<file path="src/hdl/prk_pkg.sv">
// Package for the PageRank power iteration core: sizes, request codes,
// sequencer states and register indexes. No dependencies.
package prk_pkg;

  localparam int MaxNodes = 32;
  localparam int IdxW     = $clog2(MaxNodes);
  localparam int CntW     = $clog2(MaxNodes + 1);
  localparam int RankW    = 18;
  localparam logic [16:0] RankMax = 17'h1FFFF;

  typedef enum logic [1:0] {
    REQ_ADD   = 2'd0,
    REQ_RUN   = 2'd1,
    REQ_CLEAR = 2'd2,
    REQ_NONE  = 2'd3
  } req_t;

  typedef enum logic [1:0] {
    REG_NODE_COUNT = 2'd0,
    REG_MAX_ITER   = 2'd1,
    REG_DAMPING    = 2'd2,
    REG_TOLERANCE  = 2'd3
  } reg_idx_t;

  typedef enum logic [4:0] {
    S_IDLE,
    S_CLEAR,
    S_INIT_DIV,
    S_INIT_DEG,
    S_TELE_DIV,
    S_INIT_RANK,
    S_ROUND,
    S_DANG,
    S_DANG_DIV,
    S_NODE,
    S_EDGE,
    S_EDGE_DIV,
    S_EDGE_MUL,
    S_NODE_END,
    S_DANG_MUL,
    S_DIFF,
    S_COPY,
    S_EMIT
  } state_t;

endpackage

</file>
<file path="src/hdl/prk_divider.sv">
// Radix-2 restoring divider, one quotient bit per cycle, 18-bit dividend and 6-bit divisor.
// Depends on prk_pkg.
module prk_divider import prk_pkg::*; (
  input  logic             clk,
  input  logic             rst,
  input  logic             start,
  input  logic [RankW-1:0] dividend,
  input  logic [CntW-1:0]  divisor,
  output logic             done,
  output logic [RankW-1:0] quotient
);

  localparam int StepW = $clog2(RankW + 1);

  logic [RankW-1:0] quo;
  logic [CntW:0]    rem;
  logic [CntW-1:0]  dvs;
  logic [StepW-1:0] steps;
  logic             busy;
  logic [CntW:0]    trial;

  assign trial    = {rem[CntW-1:0], quo[RankW-1]};
  assign quotient = quo;

  // Shift and subtract, MSB first
  always_ff @(posedge clk) begin
    if (rst) begin
      busy  <= 1'b0;
      done  <= 1'b0;
      steps <= '0;
    end else begin
      done <= 1'b0;
      if (start) begin
        busy  <= 1'b1;
        steps <= StepW'(RankW);
      end else if (busy) begin
        steps <= steps - 1'b1;
        if (steps == StepW'(1)) begin
          busy <= 1'b0;
          done <= 1'b1;
        end
      end
    end
  end

  always_ff @(posedge clk) begin
    if (start) begin
      quo <= dividend;
      rem <= '0;
      dvs <= divisor;
    end else if (busy) begin
      if (trial >= {1'b0, dvs}) begin
        rem <= trial - {1'b0, dvs};
        quo <= {quo[RankW-2:0], 1'b1};
      end else begin
        rem <= trial;
        quo <= {quo[RankW-2:0], 1'b0};
      end
    end
  end

endmodule
</file>
<file path="config.mk">
export PLATFORM = sky130hd
export DESIGN_NAME = prk_divider
export DESIGN_NICKNAME = d
export VERILOG_FILES = /design/src/hdl/prk_pkg.sv /design/src/hdl/prk_divider.sv
export SDC_FILE = /design/constraint.sdc
export NUM_CORES = 1
export LEC_CHECK = 0
export BUFFER_PORTS_ARGS = -buffer_cell sky130_fd_sc_hd__buf_2
export CORE_MARGIN = 2
export CORE_UTILIZATION = 52
export CTS_CLUSTER_SIZE = 24
export DETAILED_ROUTE_END_ITERATION = 10
export GPL_ROUTABILITY_DRIVEN = 0
export PLACE_DENSITY = 0.77
export SYNTH_ARGS = -nofsm -noshare
export SYNTH_HDL_FRONTEND = slang
export SYNTH_SLANG_ARGS = --single-unit
export TNS_END_PERCENT = 20
</file>
<file path="constraint.sdc">
create_clock -name clk -period 2.3 [get_ports clk]
set_input_delay 0.115 -clock clk [delete_from_list [all_inputs] [get_ports clk]]
set_output_delay 0.115 -clock clk [all_outputs]
set_load 0.01 [all_outputs]
</file>
==> results of run 1 <==
==> power groups by stage <==
| stage | sequential [mW] | clock, mW | combinational (mW) |
|---|---|---|---|
| after CTS | 0.822 | 0.332 | 0.341 |
| after global placement | 0.833 | 0 | 0.314 |
| after global routing | 0.832 | 0.359 | 0.376 |
| final | 0.821 | 0.321 | 0.340 |
| after detailed placement | 0.836 | 0 | 0.330 |
| after floorplan | 0.842 | 0 | 0.222 |
==> worst max-delay path, cell delays in order (launching register included) <==
cell and delay, ns:
edfxtp_1 0.34, inv_1 0.04, ha_1 0.34, a21o_1 0.18, a211o_1 0.28, a41o_1 0.26, or4b_1 0.48, o311ai_1 0.08
==> state kept, by name, summed over array words and instances, names as in the netlist <==
name	cells
steps	5
quotient	18
dvs	6
done	1
busy	1
rem	6
==> layout by cell type (no fill, tap or decap), drive strengths merged, types with 2 or more instances in the layout <==
cell type and instances:
buf 47, edfxtp 24, mux2 19, nor2 15, dfxtp 13, inv 11, ha 9, dlygate4sd3 6
a21oi 5, nor3 5, clkbuf 5, nand2 4, o21ai 4, xor2 4, a211oi 4, nor2b 3
mux2i 3, xnor2 3, nor3b 3, clkinv 3, nand2b 2, nor4b 2
==> cell type report <==
| class | instances | area, um^2 |
|---|---|---|
| clock inverters | 3 | 12.5 |
| flip-flops and latches | 37 | 981 |
| well taps | 46 | 57.6 |
| fillers | 287 | 1150 |
| inverters | 11 | 41.3 |
| clock buffers | 5 | 37.5 |
| repair buffers | 53 | 300 |
| multi-input cells | 98 | 779 |
==> metrics by stage <==
stage	hold slack [ns]	util, %	instance area (um^2)
4_1_cts	0.00627	65.7	2210
2_1_floorplan	0.187	-	1840
3_3_place_gp	0.291	62.4	2100
6_report	0.0230	65.7	2210
3_5_place_dp	0.294	62.4	2100
5_1_grt	0.0198	65.7	2210
==> final timing paths <==
| check | endpoint | slack [ns] |
|---|---|---|
| max reg2reg | rem[0] | 0.22 |
| min | steps[1] | 0.02 |
| max | rem[0] | 0.22 |
| min reg2reg | rem[4] | 0.52 |
==> Yosys cell counts (2+ instances only) <==
cell type and number:
edfxtp_1 24, mux2_2 19, nor2_1 15, dfxtp_1 13, inv_1 11, ha_1 9, a21oi_1 5, nor3_1 5
a211oi_1 4, nand2_1 4, o21ai_0 4, xor2_1 4, buf_1 3, clkbuf_1 3, mux2i_1 3, nor2b_1 3
nor3b_1 3, xnor2_1 3, nand2b_1 2, nor4b_1 2
==> what timing repair did <==
action / CTS / global route
hold buffers: 6 / 0
hold endpoints to repair: 6 / 0
buffers inserted: 0 / 0
==> cell families after synthesis <==
logic type / Yosys count / share of synthesized area, %
buffers and inverters: 18 / 4.09
AND/OR/NAND/NOR: 39 / 11.2
flip-flops: 37 / 53.4
XOR/XNOR: 7 / 3.34
adder cells (fa/ha/maj): 10 / 7.23
AO/OA/AOI/OAI: 20 / 7.36
multiplexers: 22 / 13.3
==> metal layers <==
layer / up-vias / GRT usage (%) / share of wire [%]
met3: 5 / 6.96 / 4.8
met1: 634 / 22.2 / 42
met4: 0 / 7.07 / 1.4
met5: - / 0 / 0
li1: 651 / - / -
met2: 29 / 32.8 / 52
==> impl_metrics.env, run 1 <==
export IMPL_io_pins=46
export IMPL_grt_pass1_vias=1383
export IMPL_wirelength_um=3400
export IMPL_cp_max_fo=6
export IMPL_p_total_mw=1.48
export IMPL_track_usage_pct=19.3
export IMPL_pre_cts_slack_ns=0.226
export IMPL_cts_root_buf="clkbuf_4"
export IMPL_power_frac_seq_pct=55.4
export IMPL_async_flop_share_pct=0
export IMPL_r2r_cells=7
export IMPL_ys_warn_count=0
export IMPL_setup_ws_ns=0.217
export IMPL_hold_violations=0
export IMPL_drive_gt1_share_pct=35.7
export IMPL_grt_start_max_net_pins=33
export IMPL_ys_seq_area_share_pct=53.4
export IMPL_initial_core_util_pct=54.6
export IMPL_synth_cell_types=34
export IMPL_status="complete, no violations"
export IMPL_grt_first_pass_wirelength_um=5950
export IMPL_die_h_um=63.4
export IMPL_p_per_area_nw_per_um2=671
export IMPL_cts_tree="done"
export IMPL_num_antenna_cells=0
export IMPL_power_switching_mw=0.420
export IMPL_num_vias=1319
export IMPL_vdd_drop_max_mv=0.405
export IMPL_synth_top_area_share_pct=39.3
export IMPL_setup_viol=0
export IMPL_tns_ns=0
export IMPL_dieArea_um2=4020
export IMPL_cap_viol_max_count=0
export IMPL_min_period_ns=2.08
export IMPL_synth_area_leader_cell="edfxtp_1"
export IMPL_synth_edff_count=24
export IMPL_start_kind="flop"
export IMPL_worstSetupPathType="reg2reg"
export IMPL_pwr_share_comb_pct=22.9
export IMPL_wl_per_cell_um=13.5
export IMPL_die_w_um=63.4
export IMPL_cp_end_kind="flop"
export IMPL_antenna_found_initial=0
export IMPL_syn_nets=190
export IMPL_crit_required_ns=2.55
export IMPL_synthesis_area_um2=1840
export IMPL_p_int_mw=1.06
export IMPL_finalNetCount=243
export IMPL_postRouteAntennaNets=0
export IMPL_hold_start="rst"
export IMPL_htree_num_levels=2
export IMPL_place_inst=239
export IMPL_syn_to_final_growth_pct=20.4
export IMPL_tightest_slew_ns=0.678
export IMPL_netlist_top_cells_area="edfxtp_1 39%, dfxtp_1 14%, mux2_2 12%"
export IMPL_fin_cells=253
export IMPL_grt_overflow=0
export IMPL_clock_latency_ns=0.34
export IMPL_skew_ns=0.00717
export IMPL_pwr_share_clk_pct=21.7
export IMPL_reg2reg_from="dvs[4]"
export IMPL_fin_crit_sh_pct=90.6
export IMPL_numPortBuffers=45
export IMPL_drc_errors=0
export IMPL_synth_main_ff_cell="edfxtp_1"
export IMPL_rows=21
export IMPL_ys_ff_latch=37
export IMPL_cts_num_sinks=37
export IMPL_syn_inst=153
export IMPL_dp_hpwl_um=2440
export IMPL_viasPerCell=5.21
export IMPL_fp_coreArea_um2=3360
export IMPL_drt_iter0_drc=87
export IMPL_synth_avg_cell_area_um2=12.0
export IMPL_cts_resized=0
export IMPL_hold_class="in2reg"
export IMPL_whs_path_depth=2
export IMPL_arrival_ns=2.34
export IMPL_p_leak_nw=0.954
export IMPL_cts_buffer_depth=2
export IMPL_max_slew_margin_pct=54.7
export IMPL_cp_startpoint="dvs[4]"
export IMPL_swShare_pct=28.4
export IMPL_firstDrtPassIters=4
export IMPL_clkTransAtPathRegs_ns=0.11
export IMPL_cts_buffers_inserted=5
export IMPL_fmax_mhz=480
export IMPL_rsz0062_at_grt="false"
export IMPL_final_max_slew_viol_count=0
(Power assumes the default switching activity.)
==> inputs of run 2 (changes only) <==
--- a/config.mk
+++ b/config.mk
@@ -5,13 +5,13 @@
 export SDC_FILE = /design/constraint.sdc
 export NUM_CORES = 1
 export LEC_CHECK = 0
+export ABC_AREA = 1
 export BUFFER_PORTS_ARGS = -buffer_cell sky130_fd_sc_hd__buf_2
 export CORE_MARGIN = 2
-export CORE_UTILIZATION = 52
+export CORE_UTILIZATION = 53
 export CTS_CLUSTER_SIZE = 24
 export DETAILED_ROUTE_END_ITERATION = 10
-export GPL_ROUTABILITY_DRIVEN = 0
-export PLACE_DENSITY = 0.77
+export PLACE_DENSITY = 0.78
 export SYNTH_ARGS = -nofsm -noshare
 export SYNTH_HDL_FRONTEND = slang
 export SYNTH_SLANG_ARGS = --single-unit
==> constraint.sdc (replaced) <==
create_clock -name clk -period 2.3 [get_ports clk]
set_input_delay 0.46 -clock clk [delete_from_list [all_inputs] [get_ports clk]]
set_output_delay 0.46 -clock clk [all_outputs]
set_load 0.01 [all_outputs]
==> impl_metrics.env, run 2 <==
export IMPL_synth_edff_count=24
export IMPL_synth_top_family_by_area="simple AND/OR/NAND/NOR gates"
export IMPL_cts_num_sinks=37
export IMPL_grt_first_pass_wirelength_um=6640
export IMPL_power_frac_seq_pct=47.2
export IMPL_setup_viol=0
export IMPL_grt_start_max_net_pins=22
export IMPL_die_h_um=64.9
export IMPL_p_leak_nw=1.20
export IMPL_synth_simple_area_share_pct=31.8
export IMPL_synth_cell_types=33
export IMPL_vdd_drop_max_mv=0.445
export IMPL_syn_to_final_growth_pct=20.0
export IMPL_critPathMostFrequentCell="nand2_1"
export IMPL_cp_max_fo=3
export IMPL_synth_commonest_cells="84 x nand2_1, 25 x inv_1, 24 x edfxtp_1, 15 x nor2_1, 14 x nand3_1"
export IMPL_tns_ns=0
export IMPL_pwr_share_comb_pct=21.5
export IMPL_wirelength_um=3810
export IMPL_postRouteAntennaNets=0
export IMPL_clock_latency_ns=0.29
export IMPL_cap_viol_max_count=0
export IMPL_crit_chain="inv_1 > ha_1 > fa_1 > nand3b_1 > nand3_1 > nand2_1 > nand2_1 > nand2_1 > nand2_1 > o21bai_2"
export IMPL_fp_coreArea_um2=3610
export IMPL_max_slew_margin_pct=71.0
export IMPL_p_int_mw=1.23
export IMPL_synth_area_leader_cell="edfxtp_1"
export IMPL_rows=22
export IMPL_ys_seq_area_share_pct=50.0
export IMPL_gp_congestion=0.861
export IMPL_dieArea_um2=4210
export IMPL_cp_end_kind="flop"
export IMPL_synth_xor_xnor_area_share_pct=1.34
export IMPL_pre_cts_slack_ns=0.616
export IMPL_crit_required_ns=2.48
export IMPL_largest_reg_flops=18
export IMPL_syn_nets=262
export IMPL_place_inst=317
export IMPL_grt_pass1_vias=1557
export IMPL_synthMuxAreaShare_pct=0
export IMPL_synth_main_ff_cell="edfxtp_1"
export IMPL_cts_buffer_depth=2
export IMPL_finalNetCount=313
export IMPL_min_period_ns=1.71
export IMPL_firstDrtPassIters=4
export IMPL_yosysMostFrequentCell="nand2_1"
export IMPL_synth_top_area_share_pct=36.7
export IMPL_skew_ns=0.00458
export IMPL_fin_crit_sh_pct=74.2
export IMPL_syn_inst=225
export IMPL_start_kind="flop"
export IMPL_fin_area_um2=2360
export IMPL_num_antenna_cells=0
export IMPL_final_max_slew_viol_count=0
export IMPL_num_vias=1589
export IMPL_netlist_top_cells_area="edfxtp_1 37%, nand2_1 16%, dfxtp_1 13%"
export IMPL_die_w_um=64.9
export IMPL_track_usage_pct=20.6
export IMPL_drc_errors=0
export IMPL_layout_common_cells="84 x nand2_1, 45 x buf_2, 25 x inv_1"
export IMPL_initial_core_util_pct=54.4
export IMPL_htree_num_levels=2
export IMPL_p_total_mw=1.72
export IMPL_rsz0062_at_grt="false"
export IMPL_synthesis_area_um2=1960
export IMPL_grt_overflow=0
export IMPL_setup_ws_ns=0.594
export IMPL_antenna_found_initial=0
export IMPL_numPortBuffers=45
export IMPL_swShare_pct=28.3
export IMPL_hold_class="in2reg"
export IMPL_pwr_share_clk_pct=31.3
export IMPL_viasPerCell=4.89
export IMPL_clkTransAtPathRegs_ns=0.07
export IMPL_async_flop_share_pct=0
export IMPL_hold_violations=0
export IMPL_worstSetupPathType="reg2reg"
export IMPL_placed_cell_area_um2=2240
export IMPL_ys_ff_latch=37
export IMPL_dp_hpwl_um=2910
export IMPL_arrival_ns=1.89
export IMPL_cts_resized=0
export IMPL_slowest_stage="fa_1"
export IMPL_cts_setup_buffers=0
export IMPL_cts_hold_buffers=0
export IMPL_fin_cells=325
export IMPL_fmax_mhz=586
export IMPL_max_stage_delay_ns=0.39
export IMPL_synth_fa_ha_area_share_pct=6.76
export IMPL_synth_compound_area_share_pct=2.74
export IMPL_final_common_cell="nand2_1"
export IMPL_wl_per_cell_um=11.7
export IMPL_power_switching_mw=0.487
export IMPL_ys_warn_count=0
export IMPL_drive_gt1_share_pct=27.4
export IMPL_tightest_slew_ns=0.434
export IMPL_cts_root_buf="clkbuf_8"
export IMPL_p_per_area_nw_per_um2=730
export IMPL_status="complete, no violations"
export IMPL_cts_buffers_inserted=5
export IMPL_io_pins=46
export IMPL_drt_iter0_drc=82
export IMPL_cts_tree="done"
export IMPL_synth_avg_cell_area_um2=8.73
==> run 2: changes by cell type after synthesis, sizes merged, moves of 4 or more <==
cell and delta:
inv +15, nand2 +88, nand3 +16, o21ai -4, a211oi -4, mux2 -19
==> run 2: stage by stage <==
stage / util, % / hold slack, ns
detailed placement: 62.1 / 0.462
floorplan: - / 0.442
global placement: 62.1 / 0.456
global route: 65.3 / 0.335
finish: 65.3 / 0.346
CTS: 65.3 / 0.338
==> run 2: logic make-up after synthesis <==
family	Yosys count
AND/OR/NAND/NOR	135
flip-flops	37
buffers and inverters	33
adder cells (fa/ha/maj)	10
AO/OA/AOI/OAI	7
XOR/XNOR	3
==> run 2: metal layers <==
layer	track usage (%)	part of all wire, %	vias to the layer above
met5	0	0	-
met4	6.38	0.94	0
met3	6.08	5.1	4
met2	35.2	49	42
met1	25.0	45	725
li1	-	-	818
==> run 2: power by group through the flow <==
stage	Combinational [mW]	Sequential, mW	Clock [mW]
floorplan	0.249	0.837	0
global placement	0.362	0.824	0
detailed placement	0.371	0.825	0
CTS	0.373	0.812	0.549
global route	0.420	0.819	0.578
finish	0.369	0.812	0.538
==> run 2: worst max-delay path, delay by kind of cell, from the launching register on <==
family,cells,cell delay (ns)
buffers and inverters,1,0.08
and+or+nand+nor,6,0.50
AOI/OAI and AO/OA,1,0.05
adders and majority gates,2,0.60
DFF,1,0.36
==> run 2: worst paths after layout <==
path	cells after the start	slack, ns	end	from
max	10	0.59	rem[4]	quotient[17]
min	1	0.35	dvs[2]	divisor[2]
max reg2reg	10	0.59	rem[4]	quotient[17]
min reg2reg	2	0.47	steps[4]	steps[4]
==> run 2: cell type report <==
type / instances / area [um^2]
fillers: 314 / 1250
repair buffers: 49 / 255
multi-input cells: 155 / 837
clock buffers: 7 / 108
flip-flops and latches: 37 / 981
well taps: 48 / 60.1
clock inverters: 1 / 7.51
inverters: 28 / 108
==> inputs of run 3 (changes only) <==
--- a/config.mk
+++ b/config.mk
@@ -8,10 +8,10 @@
 export ABC_AREA = 1
 export BUFFER_PORTS_ARGS = -buffer_cell sky130_fd_sc_hd__buf_2
 export CORE_MARGIN = 2
-export CORE_UTILIZATION = 53
+export CORE_UTILIZATION = 48
 export CTS_CLUSTER_SIZE = 24
 export DETAILED_ROUTE_END_ITERATION = 10
-export PLACE_DENSITY = 0.78
+export PLACE_DENSITY = 0.74
 export SYNTH_ARGS = -nofsm -noshare
 export SYNTH_HDL_FRONTEND = slang
 export SYNTH_SLANG_ARGS = --single-unit
==> constraint.sdc (replaced) <==
create_clock -name clk -period 1.4 [get_ports clk]
set_input_delay 0.28 -clock clk [delete_from_list [all_inputs] [get_ports clk]]
set_output_delay 0.28 -clock clk [all_outputs]
set_load 0.01 [all_outputs]
==> impl_metrics.env, run 3 (same netlist as run 2, synthesis figures left out) <==
export IMPL_status="complete, but fails checks"
export IMPL_violations="setup timing"
export IMPL_clkTransAtPathRegs_ns=0.07
export IMPL_worst_r2r_endpoint="rem[4]"
export IMPL_crit_required_ns=1.58
export IMPL_io_pins=46
export IMPL_setup_viol=7
export IMPL_max_slew_margin_pct=78.5
export IMPL_worstSetupPathType="reg2reg"
export IMPL_fmax_mhz=617
export IMPL_start_kind="flop"
export IMPL_holdPathEnd="dvs[4]"
export IMPL_wl_per_cell_um=11.9
export IMPL_dp_hpwl_um=3120
export IMPL_r2r_cells=9
export IMPL_largest_reg_flops=18
export IMPL_drt_iter0_drc=64
export IMPL_skew_ns=0.00724
export IMPL_fin_cells=349
export IMPL_cts_buffer_depth=2
export IMPL_vdd_drop_max_mv=0.633
export IMPL_fp_coreArea_um2=3970
export IMPL_drc_errors=0
export IMPL_min_period_ns=1.62
export IMPL_cap_viol_max_count=0
export IMPL_grt_first_pass_wirelength_um=6640
export IMPL_numPortBuffers=45
export IMPL_cts_root_buf="clkbuf_8"
export IMPL_syn_to_final_growth_pct=30.2
export IMPL_cts_tree="done"
export IMPL_grt_overflow=0
export IMPL_cts_num_sinks=37
export IMPL_rsz0062_at_grt="true"
export IMPL_viasPerCell=4.76
export IMPL_finalNetCount=335
export IMPL_hold_violations=0
export IMPL_fin_crit_sh_pct=116
export IMPL_postRouteAntennaNets=0
export IMPL_rows=23
export IMPL_antenna_found_initial=0
export IMPL_drive_gt1_share_pct=34.1
export IMPL_tns_ns=-1.09
export IMPL_htree_num_levels=2
export IMPL_gp_congestion=0.828
export IMPL_hold_class="in2reg"
export IMPL_firstDrtPassIters=4
export IMPL_clock_latency_ns=0.29
export IMPL_final_common_cell="nand2_1"
export IMPL_whs_path_depth=1
export IMPL_final_max_slew_viol_count=0
export IMPL_cts_buffers_inserted=5
export IMPL_grt_start_max_net_pins=15
export IMPL_track_usage_pct=19.7
export IMPL_dieArea_um2=4620
export IMPL_place_inst=340
export IMPL_reg2reg_slack_ns=-0.22
export IMPL_num_vias=1661
export IMPL_reg2reg_from="dvs[0]"
export IMPL_layout_common_cells="84 x nand2_1, 45 x buf_2, 26 x buf_4"
export IMPL_die_w_um=68.0
export IMPL_cp_end_kind="flop"
export IMPL_die_h_um=68.0
export IMPL_grt_pass1_vias=1502
export IMPL_initial_core_util_pct=49.4
export IMPL_setup_ws_ns=-0.220
export IMPL_cp_max_fo=2
export IMPL_arrival_ns=1.80
export IMPL_tightest_slew_ns=0.323
export IMPL_wirelength_um=4150
export IMPL_p_per_area_nw_per_um2=1160
export IMPL_num_antenna_cells=0
export IMPL_p_leak_nw=1.31
export IMPL_hold_start="divisor[4]"
[run 3: worst max-delay path, stage by stage (launching register included)]
cell and delay [ns]:
edfxtp_1 0.44, ha_4 0.19, fa_2 0.32, nand3b_1 0.19, nand3_1 0.10, nand2_1 0.05
nand2_1 0.05, nand2_1 0.05, nand2_1 0.07, o21bai_2 0.05
[run 3: cell type report]
type | count | area [um^2]
Fill cell | 330 | 1420
Sequential cell | 37 | 981
Multi-Input combinational cell | 155 | 877
Timing Repair Buffer | 71 | 420
Inverter | 28 | 108
Clock buffer | 6 | 72.6
Tap cell | 50 | 62.6
Clock inverter | 2 | 35.0
[run 3: worst max path at each step]
stage                             end  cells past startpoint         start
after detailed placement       rem[4]                      9        dvs[0]
after global routing      quotient[0]                      5        dvs[0]
after CTS                      rem[4]                      9        dvs[0]
final                          rem[4]                      9        dvs[0]
after floorplan                rem[4]                     10  quotient[17]
after global placement    quotient[0]                      6  quotient[17]
[run 3: per-layer routing]
metal  wire, um  global-route usage, %  vias to the layer above
met5          0                      0                        -
met4         40                   8.25                        0
met3        137                   3.95                        5
met2       2130                   31.3                       37
met1       1850                   26.2                      759
li1           -                      -                      860
[run 3: report_power, final]
part	internal (mW)	switching, mW
Combinational	0.326	0.404
Sequential	1.28	0.0553
Clock	0.529	0.378
[run 3: stage by stage]
step           worst slack (ns)  instance area [um^2]  hold slack [ns]  total power, mW  utilization (%)
6_report                 -0.220                  2560            0.162             2.97             64.4
5_1_grt                  -0.280                  2560            0.153             3.12             64.4
4_1_cts                  -0.219                  2540            0.153             2.97             63.9
3_5_place_dp             -0.212                  2420            0.459             2.05             60.8
3_3_place_gp             -0.205                  2420            0.456             2.05             60.8
2_1_floorplan            -0.180                  1980            0.349             1.79                -
[run 3: timing repair]
item | CTS | global route
endpoints found under the setup margin | 7 | 7
setup buffers | 0 | 1
resized for setup | 2 | 3
hold buffers | 0 | 0
gates cloned | 0 | 0
pin swaps | 1 | 4
